[src/rtl/ubxfp_pkg.sv]
// ----------------------------------------------------------------------------
// ubxfp_pkg
// Shared types and constants for the UBX frame parser: phase codes, event
// codes, sync bytes and the reset value of the payload length limit.
// ----------------------------------------------------------------------------
package ubxfp_pkg;

   localparam logic [7:0]  SYNC_FIRST      = 8'hB5;
   localparam logic [7:0]  SYNC_SECOND     = 8'h62;
   localparam logic [15:0] LIMIT_RESET     = 16'd1024;

   localparam logic [2:0]  EV_NONE         = 3'd0;
   localparam logic [2:0]  EV_PAYLOAD      = 3'd1;
   localparam logic [2:0]  EV_GOOD         = 3'd2;
   localparam logic [2:0]  EV_BAD          = 3'd3;
   localparam logic [2:0]  EV_OVERSIZE     = 3'd4;

   // header byte positions
   localparam logic [15:0] HDR_CLASS       = 16'd0;
   localparam logic [15:0] HDR_IDENT       = 16'd1;
   localparam logic [15:0] HDR_LEN_LO      = 16'd2;

   typedef enum logic [5:0] {
      PH_HUNT    = 6'b000001,
      PH_SYNC2   = 6'b000010,
      PH_HEADER  = 6'b000100,
      PH_PAYLOAD = 6'b001000,
      PH_CHECK_A = 6'b010000,
      PH_CHECK_B = 6'b100000
   } phase_type;

   typedef struct packed {
      logic [2:0]  event_res;
      logic [7:0]  payload_value;
      logic [15:0] payload_index;
      logic [7:0]  message_class;
      logic [7:0]  message_identifier;
      logic [15:0] payload_length;
      logic [31:0] good_frame_count;
      logic [31:0] bad_checksum_count;
      logic [31:0] oversized_count;
   } result_type;

endpackage

[src/rtl/ubxfp_if.sv]
// ----------------------------------------------------------------------------
// ubxfp channel interfaces
// Valid/ready channels for the received byte stream, the parser results and
// the limit register write port.
// ----------------------------------------------------------------------------
interface ubxfp_req_if;
   logic       valid;
   logic       ready;
   logic [7:0] data_byte;

   modport source (output valid, output data_byte, input ready);
   modport sink   (input valid, input data_byte, output ready);
endinterface

interface ubxfp_rsp_if;
   logic        valid;
   logic        ready;
   logic [2:0]  event_res;
   logic [7:0]  payload_value;
   logic [15:0] payload_index;
   logic [7:0]  message_class;
   logic [7:0]  message_identifier;
   logic [15:0] payload_length;
   logic [31:0] good_frame_count;
   logic [31:0] bad_checksum_count;
   logic [31:0] oversized_count;

   modport source (output valid, output event_res, output payload_value,
                   output payload_index, output message_class,
                   output message_identifier, output payload_length,
                   output good_frame_count, output bad_checksum_count,
                   output oversized_count, input ready);
   modport sink   (input valid, input event_res, input payload_value,
                   input payload_index, input message_class,
                   input message_identifier, input payload_length,
                   input good_frame_count, input bad_checksum_count,
                   input oversized_count, output ready);
endinterface

interface ubxfp_csr_if;
   logic        valid;
   logic        ready;
   logic [15:0] data;

   modport source (output valid, output data, input ready);
   modport sink   (input valid, input data, output ready);
endinterface

[src/rtl/ubx_frame_parser.sv]
// ----------------------------------------------------------------------------
// ubx_frame_parser
// Byte-serial UBX frame parser with Fletcher-8 check and outcome counters.
// ----------------------------------------------------------------------------
// Every byte transfer loads its result into the output register.
// Throughput: one byte per cycle if not stalled; the phase, checksum and
// counter update for a byte is one pass of logic into the result register.
// A new byte is taken whenever the result register is empty or being drained.
// Reset (synchronous, active high): hunting for sync, all state and counters
// cleared, limit back to 1024, result register empty.
// ----------------------------------------------------------------------------
module ubx_frame_parser (
   input  logic        clock,
   input  logic        reset,
   ubxfp_req_if.sink   req_chan,
   ubxfp_rsp_if.source rsp_chan,
   ubxfp_csr_if.sink   csr_chan
);

   ubxfp_pkg::phase_type  phase_ff, phase_in;
   logic [7:0]            class_ff, class_in;
   logic [7:0]            ident_ff, ident_in;
   logic [15:0]           length_ff, length_in;
   logic [15:0]           count_ff, count_in;
   logic [7:0]            sum_a_ff, sum_a_in;
   logic [7:0]            sum_b_ff, sum_b_in;
   logic [7:0]            check_a_ff, check_a_in;
   logic [31:0]           good_ff, good_in;
   logic [31:0]           bad_ff, bad_in;
   logic [31:0]           over_ff, over_in;
   logic [15:0]           limit_ff;

   logic                  rsp_valid_ff, rsp_valid_in;
   ubxfp_pkg::result_type result_ff, result_in;

   logic                  req_xfer;
   logic [7:0]            b;
   logic [7:0]            add_a;
   logic [7:0]            add_b;
   logic [15:0]           len_full;
   logic [15:0]           count_inc;
   logic [2:0]            ev;
   logic [7:0]            pval;
   logic [15:0]           pidx;
   ubxfp_pkg::phase_type  resync_phase;

   assign req_chan.ready = !rsp_valid_ff || rsp_chan.ready;
   assign req_xfer       = req_chan.valid && req_chan.ready;
   assign csr_chan.ready = 1'b1;

   assign b            = req_chan.data_byte;
   assign add_a        = sum_a_ff + b;
   assign add_b        = sum_b_ff + add_a;
   assign len_full     = {b, length_ff[7:0]};
   assign count_inc    = count_ff + 16'd1;
   assign resync_phase = (b == ubxfp_pkg::SYNC_FIRST) ? ubxfp_pkg::PH_SYNC2
                                                      : ubxfp_pkg::PH_HUNT;

   always_comb begin
      phase_in   = phase_ff;
      class_in   = class_ff;
      ident_in   = ident_ff;
      length_in  = length_ff;
      count_in   = count_ff;
      sum_a_in   = sum_a_ff;
      sum_b_in   = sum_b_ff;
      check_a_in = check_a_ff;
      good_in    = good_ff;
      bad_in     = bad_ff;
      over_in    = over_ff;
      ev         = ubxfp_pkg::EV_NONE;
      pval       = 8'd0;
      pidx       = 16'd0;

      case (phase_ff)
         ubxfp_pkg::PH_HUNT: begin
            if (b == ubxfp_pkg::SYNC_FIRST) begin
               phase_in = ubxfp_pkg::PH_SYNC2;
            end
         end
         ubxfp_pkg::PH_SYNC2: begin
            if (b == ubxfp_pkg::SYNC_SECOND) begin
               phase_in = ubxfp_pkg::PH_HEADER;
               count_in = 16'd0;
               sum_a_in = 8'd0;
               sum_b_in = 8'd0;
            end else begin
               phase_in = resync_phase;
            end
         end
         ubxfp_pkg::PH_HEADER: begin
            sum_a_in = add_a;
            sum_b_in = add_b;
            count_in = count_inc;
            if (count_ff == ubxfp_pkg::HDR_CLASS) begin
               class_in = b;
            end else if (count_ff == ubxfp_pkg::HDR_IDENT) begin
               ident_in = b;
            end else if (count_ff == ubxfp_pkg::HDR_LEN_LO) begin
               length_in = {8'd0, b};
            end else begin
               length_in = len_full;
               count_in  = 16'd0;
               if (len_full > limit_ff) begin
                  over_in  = over_ff + 32'd1;
                  ev       = ubxfp_pkg::EV_OVERSIZE;
                  phase_in = resync_phase;
               end else if (len_full == 16'd0) begin
                  phase_in = ubxfp_pkg::PH_CHECK_A;
               end else begin
                  phase_in = ubxfp_pkg::PH_PAYLOAD;
               end
            end
         end
         ubxfp_pkg::PH_PAYLOAD: begin
            sum_a_in = add_a;
            sum_b_in = add_b;
            ev       = ubxfp_pkg::EV_PAYLOAD;
            pval     = b;
            pidx     = count_ff;
            count_in = count_inc;
            if (count_inc >= length_ff) begin
               phase_in = ubxfp_pkg::PH_CHECK_A;
            end
         end
         ubxfp_pkg::PH_CHECK_A: begin
            check_a_in = b;
            phase_in   = ubxfp_pkg::PH_CHECK_B;
         end
         ubxfp_pkg::PH_CHECK_B: begin
            if (check_a_ff == sum_a_ff && b == sum_b_ff) begin
               good_in  = good_ff + 32'd1;
               ev       = ubxfp_pkg::EV_GOOD;
               phase_in = ubxfp_pkg::PH_HUNT;
            end else begin
               bad_in   = bad_ff + 32'd1;
               ev       = ubxfp_pkg::EV_BAD;
               phase_in = resync_phase;
            end
         end
         default: begin
            phase_in = ubxfp_pkg::PH_HUNT;
         end
      endcase
   end

   always_comb begin
      result_in.event_res          = ev;
      result_in.payload_value      = pval;
      result_in.payload_index      = pidx;
      result_in.message_class      = class_in;
      result_in.message_identifier = ident_in;
      result_in.payload_length     = length_in;
      result_in.good_frame_count   = good_in;
      result_in.bad_checksum_count = bad_in;
      result_in.oversized_count    = over_in;
   end

   // hold the result until the sink takes it
   assign rsp_valid_in = req_xfer || (rsp_valid_ff && !rsp_chan.ready);

   always_ff @(posedge clock) begin
      if (reset) begin
         phase_ff     <= ubxfp_pkg::PH_HUNT;
         class_ff     <= 8'd0;
         ident_ff     <= 8'd0;
         length_ff    <= 16'd0;
         count_ff     <= 16'd0;
         sum_a_ff     <= 8'd0;
         sum_b_ff     <= 8'd0;
         check_a_ff   <= 8'd0;
         good_ff      <= 32'd0;
         bad_ff       <= 32'd0;
         over_ff      <= 32'd0;
         limit_ff     <= ubxfp_pkg::LIMIT_RESET;
         rsp_valid_ff <= 1'b0;
      end else begin
         rsp_valid_ff <= rsp_valid_in;
         if (csr_chan.valid) begin
            limit_ff <= csr_chan.data;
         end
         if (req_xfer) begin
            phase_ff   <= phase_in;
            class_ff   <= class_in;
            ident_ff   <= ident_in;
            length_ff  <= length_in;
            count_ff   <= count_in;
            sum_a_ff   <= sum_a_in;
            sum_b_ff   <= sum_b_in;
            check_a_ff <= check_a_in;
            good_ff    <= good_in;
            bad_ff     <= bad_in;
            over_ff    <= over_in;
         end
      end
   end

   always_ff @(posedge clock) begin
      if (req_xfer) begin
         result_ff <= result_in;
      end
   end

   assign rsp_chan.valid              = rsp_valid_ff;
   assign rsp_chan.event_res          = result_ff.event_res;
   assign rsp_chan.payload_value      = result_ff.payload_value;
   assign rsp_chan.payload_index      = result_ff.payload_index;
   assign rsp_chan.message_class      = result_ff.message_class;
   assign rsp_chan.message_identifier = result_ff.message_identifier;
   assign rsp_chan.payload_length     = result_ff.payload_length;
   assign rsp_chan.good_frame_count   = result_ff.good_frame_count;
   assign rsp_chan.bad_checksum_count = result_ff.bad_checksum_count;
   assign rsp_chan.oversized_count    = result_ff.oversized_count;

endmodule

[src/flat_wrapper.sv]
// flat-port wrapper written by rule: the top's interface ports become plain ports
module ubx_frame_parser_flat 
  (clock, reset, req_chan_valid, req_chan_data_byte, req_chan_ready, rsp_chan_valid, rsp_chan_event_res, rsp_chan_payload_value, rsp_chan_payload_index, rsp_chan_message_class, rsp_chan_message_identifier, rsp_chan_payload_length, rsp_chan_good_frame_count, rsp_chan_bad_checksum_count, rsp_chan_oversized_count, rsp_chan_ready, csr_chan_valid, csr_chan_data, csr_chan_ready);
  ubxfp_req_if req_chan_i ();
  ubxfp_rsp_if rsp_chan_i ();
  ubxfp_csr_if csr_chan_i ();
  input  logic clock;
  input  logic reset;
  input wire logic [$bits(req_chan_i.valid)-1:0] req_chan_valid;
  input wire logic [$bits(req_chan_i.data_byte)-1:0] req_chan_data_byte;
  output wire logic [$bits(req_chan_i.ready)-1:0] req_chan_ready;
  output wire logic [$bits(rsp_chan_i.valid)-1:0] rsp_chan_valid;
  output wire logic [$bits(rsp_chan_i.event_res)-1:0] rsp_chan_event_res;
  output wire logic [$bits(rsp_chan_i.payload_value)-1:0] rsp_chan_payload_value;
  output wire logic [$bits(rsp_chan_i.payload_index)-1:0] rsp_chan_payload_index;
  output wire logic [$bits(rsp_chan_i.message_class)-1:0] rsp_chan_message_class;
  output wire logic [$bits(rsp_chan_i.message_identifier)-1:0] rsp_chan_message_identifier;
  output wire logic [$bits(rsp_chan_i.payload_length)-1:0] rsp_chan_payload_length;
  output wire logic [$bits(rsp_chan_i.good_frame_count)-1:0] rsp_chan_good_frame_count;
  output wire logic [$bits(rsp_chan_i.bad_checksum_count)-1:0] rsp_chan_bad_checksum_count;
  output wire logic [$bits(rsp_chan_i.oversized_count)-1:0] rsp_chan_oversized_count;
  input wire logic [$bits(rsp_chan_i.ready)-1:0] rsp_chan_ready;
  input wire logic [$bits(csr_chan_i.valid)-1:0] csr_chan_valid;
  input wire logic [$bits(csr_chan_i.data)-1:0] csr_chan_data;
  output wire logic [$bits(csr_chan_i.ready)-1:0] csr_chan_ready;
  assign req_chan_i.valid = req_chan_valid;
  assign req_chan_i.data_byte = req_chan_data_byte;
  assign req_chan_ready = req_chan_i.ready;
  assign rsp_chan_valid = rsp_chan_i.valid;
  assign rsp_chan_event_res = rsp_chan_i.event_res;
  assign rsp_chan_payload_value = rsp_chan_i.payload_value;
  assign rsp_chan_payload_index = rsp_chan_i.payload_index;
  assign rsp_chan_message_class = rsp_chan_i.message_class;
  assign rsp_chan_message_identifier = rsp_chan_i.message_identifier;
  assign rsp_chan_payload_length = rsp_chan_i.payload_length;
  assign rsp_chan_good_frame_count = rsp_chan_i.good_frame_count;
  assign rsp_chan_bad_checksum_count = rsp_chan_i.bad_checksum_count;
  assign rsp_chan_oversized_count = rsp_chan_i.oversized_count;
  assign rsp_chan_i.ready = rsp_chan_ready;
  assign csr_chan_i.valid = csr_chan_valid;
  assign csr_chan_i.data = csr_chan_data;
  assign csr_chan_ready = csr_chan_i.ready;
  ubx_frame_parser u_core (.clock(clock), .reset(reset), .req_chan(req_chan_i), .rsp_chan(rsp_chan_i), .csr_chan(csr_chan_i));
endmodule
[config.mk]
export PLATFORM = sky130hd
export DESIGN_NAME = ubx_frame_parser_flat
export DESIGN_NICKNAME = d
export VERILOG_FILES = /design/src/rtl/ubxfp_pkg.sv /design/src/rtl/ubxfp_if.sv /design/src/rtl/ubx_frame_parser.sv /design/src/flat_wrapper.sv
export SDC_FILE = /design/constraint.sdc
export NUM_CORES = 1
export LEC_CHECK = 0
export BUFFER_PORTS_ARGS = -buffer_cell sky130_fd_sc_hd__buf_4
export CAP_MARGIN = 10
export CORE_MARGIN = 8
export CORE_UTILIZATION = 45
export CTS_CLUSTER_DIAMETER = 100
export DETAILED_ROUTE_END_ITERATION = 10
export GPL_ROUTABILITY_DRIVEN = 0
export PLACE_DENSITY = 0.71
export RECOVER_POWER = 25
export SLEW_MARGIN = 10
export SYNTH_ARGS = -nofsm -noshare
export SYNTH_HDL_FRONTEND = slang
export SYNTH_SLANG_ARGS = --single-unit
[constraint.sdc]
create_clock -name clock -period 7.5 [get_ports clock]
set_clock_uncertainty 0.2 [all_clocks]
set_input_delay 1.5 -clock clock [delete_from_list [all_inputs] [get_ports clock]]
set_output_delay 1.5 -clock clock [all_outputs]
set_load 0.02 [all_outputs]
# After elaboration in Yosys (flattened, before gate mapping)
# Index checks and enable logic that the tools add are counted.
[word_totals]
register_bits = 346
elab_cells = 107
ramBits = 0
romBits = 0
latchBits = 0
mem_count = 0
[op_classes]
mul = 0
order_cmp = 2
div = 0
reduce_logical = 16
n_mux = 43
add_sub_neg = 6
n_eq_ne = 18
n_shift = 0
n_bitwise = 0
[ops]
columns = ["op", "n"]
rows = [
  ["$mux W32", 9],
  ["$mux W16", 8],
  ["$add A32 B1 Y32 const B", 3],
  ["$mux W6", 8],
  ["$mux W8", 6],
  ["$pmux W16 S3", 1],
  ["$pmux W6 S6", 1],
  ["$logic_not A16 Y1", 2],
  ["$pmux W8 S2", 2],
  ["$add A16 B1 Y16 const B", 1],
  ["$add A8 B8 Y8", 2],
  ["$eq A16 B1 Y1 const B", 1],
  ["$eq A16 B2 Y1 const B", 1],
  ["$eq A8 B8 Y1", 2],
  ["$ge A16 B16 Y1", 1],
  ["$gt A16 B16 Y1", 1],
  ["$mux W3", 4],
  ["$pmux W3 S3", 1],
  ["$eq A8 B7 Y1 const B", 1],
  ["$eq A8 B8 Y1 const B", 1],
  ["$eq A6 B1 Y1 const B", 1],
  ["$eq A6 B2 Y1 const B", 1],
  ["$eq A6 B3 Y1 const B", 1],
  ["$eq A6 B4 Y1 const B", 1],
  ["other kinds (16)", 25],
]

# Logic depth before layout (Yosys ltp)
[logic_depth]
ltp_word = 7
mapped_depth = 16
depth_no_buf = 16

# Worst setup path after synthesis
# Ideal clock, no wire load.
[synth_timing]
path_type = "input port to flip-flop"
from = "in rsp_chan_ready"
to = "reg u_core.bad_ff[12]"
stages = 8
slack_ns = -0.305
t_arrival_ns = 7.540
path_buffers = 2
required_time_ns = 7.235
cell_sequence = "nand2b_1 nand2_1 inv_1 clkbuf_1 buf_1 nand4_1 xor2_1 nor2_1"
[synth_between]
elab_chain_len = 2
[synth_rtl]
columns = ["element", "line", "source"]
rows = [
  ["start, declared", "flat_wrapper.sv:22", "input wire logic [$bits(rsp_chan_i.ready)-1:0] rsp_chan_ready;"],
  ["$logic_or A1 B1 Y1", "ubx_frame_parser.sv:47", "assign req_chan.ready = !rsp_valid_ff || rsp_chan.ready;"],
  ["$logic_and A1 B1 Y1", "ubx_frame_parser.sv:48", "assign req_xfer = req_chan.valid && req_chan.ready;"],
  ["via u_core.req_xfer", "ubx_frame_parser.sv:36", "logic req_xfer;"],
  ["end signal, assigned", "ubx_frame_parser.sv:192", "bad_ff <= bad_in;"],
  ["end, declared", "ubx_frame_parser.sv:29", "logic [31:0] bad_ff, bad_in;"],
]
# The timed path passes the listed nets, and every way through them passes these cells.
# A chain may end at the register's enable or synchronous reset.

# Final worst setup path
[layout_timing]
from = "in req_chan_data_byte[6]"
to = "reg u_core.result_ff, in the netlist u_core.rsp_chan.oversized_count[11], data pin"
[layout_between]
elab_chain_len = 6
[layout_rtl]
columns = ["element", "line", "source"]
rows = [
  ["start, declared", "flat_wrapper.sv:10", "input wire logic [$bits(req_chan_i.data_byte)-1:0] req_chan_data_byte;"],
  ["$gt A16 B16 Y1", "ubx_frame_parser.sv:104", "if (len_full > limit_ff) begin"],
  ["$mux W32", "ubx_frame_parser.sv:104", ""],
  ["$mux W32", "ubx_frame_parser.sv:99", "end else if (count_ff == ubxfp_pkg::HDR_LEN_LO) begin"],
  ["$mux W32", "ubx_frame_parser.sv:97", "end else if (count_ff == ubxfp_pkg::HDR_IDENT) begin"],
  ["$mux W32", "ubx_frame_parser.sv:95", "if (count_ff == ubxfp_pkg::HDR_CLASS) begin"],
  ["$mux W32", "ubx_frame_parser.sv:75", "case (phase_ff)"],
  ["via u_core.over_in[11]", "ubx_frame_parser.sv:30", "logic [31:0] over_ff, over_in;"],
  ["end signal, assigned", "ubx_frame_parser.sv:200", "result_ff <= result_in;"],
  ["end, declared", "ubx_frame_parser.sv:34", "ubxfp_pkg::result_type result_ff, result_in;"],
]
# The timed path passes the listed nets, and every way through them passes these cells.

==> qor.csv <==
metric;value;unit
HP Class;reg -> reg;
Syn Nets;1731;
most frequent cell after synthesis;nor2_1;
post-synthesis mux area share;0.0398;
syn avg cell area;10.1;um2
share of layout cells above drive strength 1;0.104;
hold_sp;u_core.limit_ff[5]$_SDFFE_PP0P_;
status;completed;
path depth of the worst reg2reg path;11;
Die Ht;209;um
vias;12600;
largest family of logic cells by synthesized area;simple AND/OR/NAND/NOR gates;
iteration count of the initial detailed-routing pass;7;
WL final;41500;um
Tmin final;4.56;ns
Layout area overhead;15.4;%
# rows;70;
vias in the first global route;12000;
YS warnings;0;
Initial Util;0.457;
CP required;7.56;ns
cell area after synthesis;16700;um2
Die Area;43500;um2
clock buffer depth;3;
post-synthesis register bit count;346;
worst-path fanout max;29;
Crit Path Class;in -> reg;
setup_tns;0;ns
Die W;209;um
Slew @ Worst Pin;0.972;ns
simple-gate share of the synthesized area;0.198;
CTS tree;yes;
maximum vdd drop;169;uV
area leader, netlist;edfxtp_1;
post-synthesis xor/xnor area fraction;0.110;
core footprint;36500;um2
fin. max-slew vios;0;
Crit path top cell by count;buf_4;
n_diodes;0;
number of port buffers;185;
Setup-failing EPs final;0;
Synth area leaders;edfxtp_1 28%, dfxtp_1 23%, xor2_1 6.0%;
CTS clk-pin slew, worst paths;0.06;ns
Synth Area in Adders;0.0422;
number of setup buffers added after CTS;0;
global-route wire length before repair;65800;um
# DRC;0;
slowest CP cell;inv_1;
root buffer cell;clkbuf_16;
Fmax;219;MHz
largest net degree at the start of global routing;122;
max_slew headroom;0.347;
CTS Hold Bufs;0;
Final Total Pwr;4.19;mW
WP data arrival;4.62;ns
CP max stage delay;0.52;ns
Via density;5.48;
Max Cap Viol;0;
Ports;187;
wire per inst;18.1;um
GRT Total Usage;0.184;
Leak;7.34;nW
post-synthesis async set-or-reset flop share;0;
Sink Count;346;
most frequent cells after synthesis;212 x nor2_1, 191 x dfxtp_1, 155 x edfxtp_1;
CP endpoint kind;flip-flop;
post-synth top area share;0.279;
Final nets;1878;
TritonCTS Buffers;39;
Worst-Skew Late Latency;0.52;ns
Main synth FF type;dfxtp_1;
Final Hold Vio Count;0;
Detailed Place HPWL;28500;um
sequential fraction of the synthesis area;0.508;
initial antenna violation count;0;
grt ovf;0;
count of cell types in the netlist;67;
Worst Setup Start Kind;primary input;
Final period util;0.608;
post-CTS resize count;0;
worst path cell trace;buf_4 -> ha_1 -> a21oi_1 -> nand2_1 -> a221o_1 -> or3_1 -> buf_4 -> nand3_1 -> inv_1 -> and3_1 -> xor2_1;
H-Tree Depth;2;
initial DRC count;875;
RSZ-0062 raised after global routing;no;
Post-Synthesis Cells;1647;
hold path depth;2;
Critical Path Start;req_chan_data_byte[6];
Synth Area in Compound Gates;0.0651;
reg-to-reg critical path startpoint;u_core.limit_ff[1]$_SDFFE_PP0P_;
pwr dens;218;nW/um2
Post-synth EDFFs;155;
DRT antenna net count;0;
## logic make-up after synthesis
kind of cell / after synthesis
simple gates: 660
flops: 346
xor+xnor: 210
compound gates: 166
buf+inv: 145
mux: 64
fa+ha+maj: 55
other cells: 1
## power breakdown
group	internal, mW	switching [mW]
sequential	2.02	0.0206
combinational	0.0707	0.178
clock	1.16	0.750
## worst max-delay path, delay by kind of cell
| kind | cells | cell delay, ns |
|---|---|---|
| buffers and inverters | 3 | 0.94 |
| and+or+nand+nor | 4 | 1.20 |
| adders and majority gates | 1 | 0.34 |
| xor gates and xnor gates | 1 | 0.14 |
| AOI/OAI and AO/OA | 2 | 0.48 |
## state kept, by name (all words and copies together), names as in the netlist, 16 cells and up
| name | flops |
|---|---|
| u_core.bad_ff | 32 |
| u_core.count_ff | 16 |
| u_core.good_ff | 32 |
| u_core.length_ff | 16 |
| u_core.limit_ff | 16 |
| u_core.over_ff | 32 |
| u_core.rsp_chan.bad_checksum_count | 32 |
| u_core.rsp_chan.good_frame_count | 32 |
| u_core.rsp_chan.oversized_count | 32 |
| u_core.rsp_chan.payload_index | 16 |
| u_core.rsp_chan.payload_length | 16 |
## area by class of cell
class,instances,area (um2)
fillers,3296,17300
flip-flops and latches,346,8480
multi-input cells,1156,7600
clock buffers,58,1140
repair buffers,196,1100
well taps,468,586
inverters,55,211
clock inverters,12,136
## layout by cell type (no fill, tap or decap), types with 5 or more instances in the layout
cell type / synthesis / layout
xnor2_1: 95 / 95
a211oi_1: 10 / 10
clkbuf_16: 0 / 42
nand4_1: 45 / 45
nand3_1: 80 / 80
and2_1: 35 / 16
edfxtp_1: 155 / 155
mux2_2: 18 / 18
nor4_2: 6 / 6
mux2i_1: 46 / 46
nand2b_1: 7 / 7
and3_1: 33 / 33
o21ai_0: 34 / 35
a21oi_1: 50 / 50
nor3_1: 33 / 33
a22oi_1: 18 / 18
a21o_1: 5 / 5
and4_1: 8 / 8
a22o_1: 9 / 9
nor2_1: 212 / 212
inv_1: 55 / 54
xor2_1: 115 / 115
or4_1: 7 / 7
ha_1: 53 / 53
nor4_1: 16 / 16
nor2b_1: 8 / 8
dfxtp_1: 191 / 191
clkinv_2: 0 / 5
and2_0: 0 / 19
clkbuf_1: 64 / 114
or3_1: 20 / 20
buf_4: 5 / 94
o211ai_1: 6 / 6
a311oi_1: 11 / 11
nand2_1: 129 / 129
## through the flow
stage / cell area (um2) / setup slack [ns] / util / hold WS (ns) / instances
after CTS: 19600 / 2.97 / 0.538 / 0.297 / 2291
after detailed placement: 18400 / 2.46 / 0.503 / 0.283 / 2221
final: 19200 / 2.94 / 0.527 / 0.294 / 2291
after floorplan: 16700 / 0.0878 / - / 0.254 / 1647
after global routing: 19200 / 2.68 / 0.527 / 0.319 / 2291
after global placement: 18400 / 2.45 / 0.503 / 0.271 / 2221
## final timing paths
check / end / slack (ns)
min reg2reg: u_core.limit_ff[5]$_SDFFE_PP0P_ / 0.29
min: u_core.limit_ff[5]$_SDFFE_PP0P_ / 0.29
max: u_core.rsp_chan.oversized_count[11]$_DFFE_PP_ / 2.94
max reg2reg: u_core.rsp_chan.oversized_count[13]$_DFFE_PP_ / 3.65
## routing by layer
metal,routed length (um),vias to the layer above,track usage
met5,0,-,0
met4,1070,0,0.0593
met3,2420,68,0.0376
met2,19100,376,0.291
met1,18900,6054,0.248
li1,-,6057,-
Power figures use the tool's default switching activity.
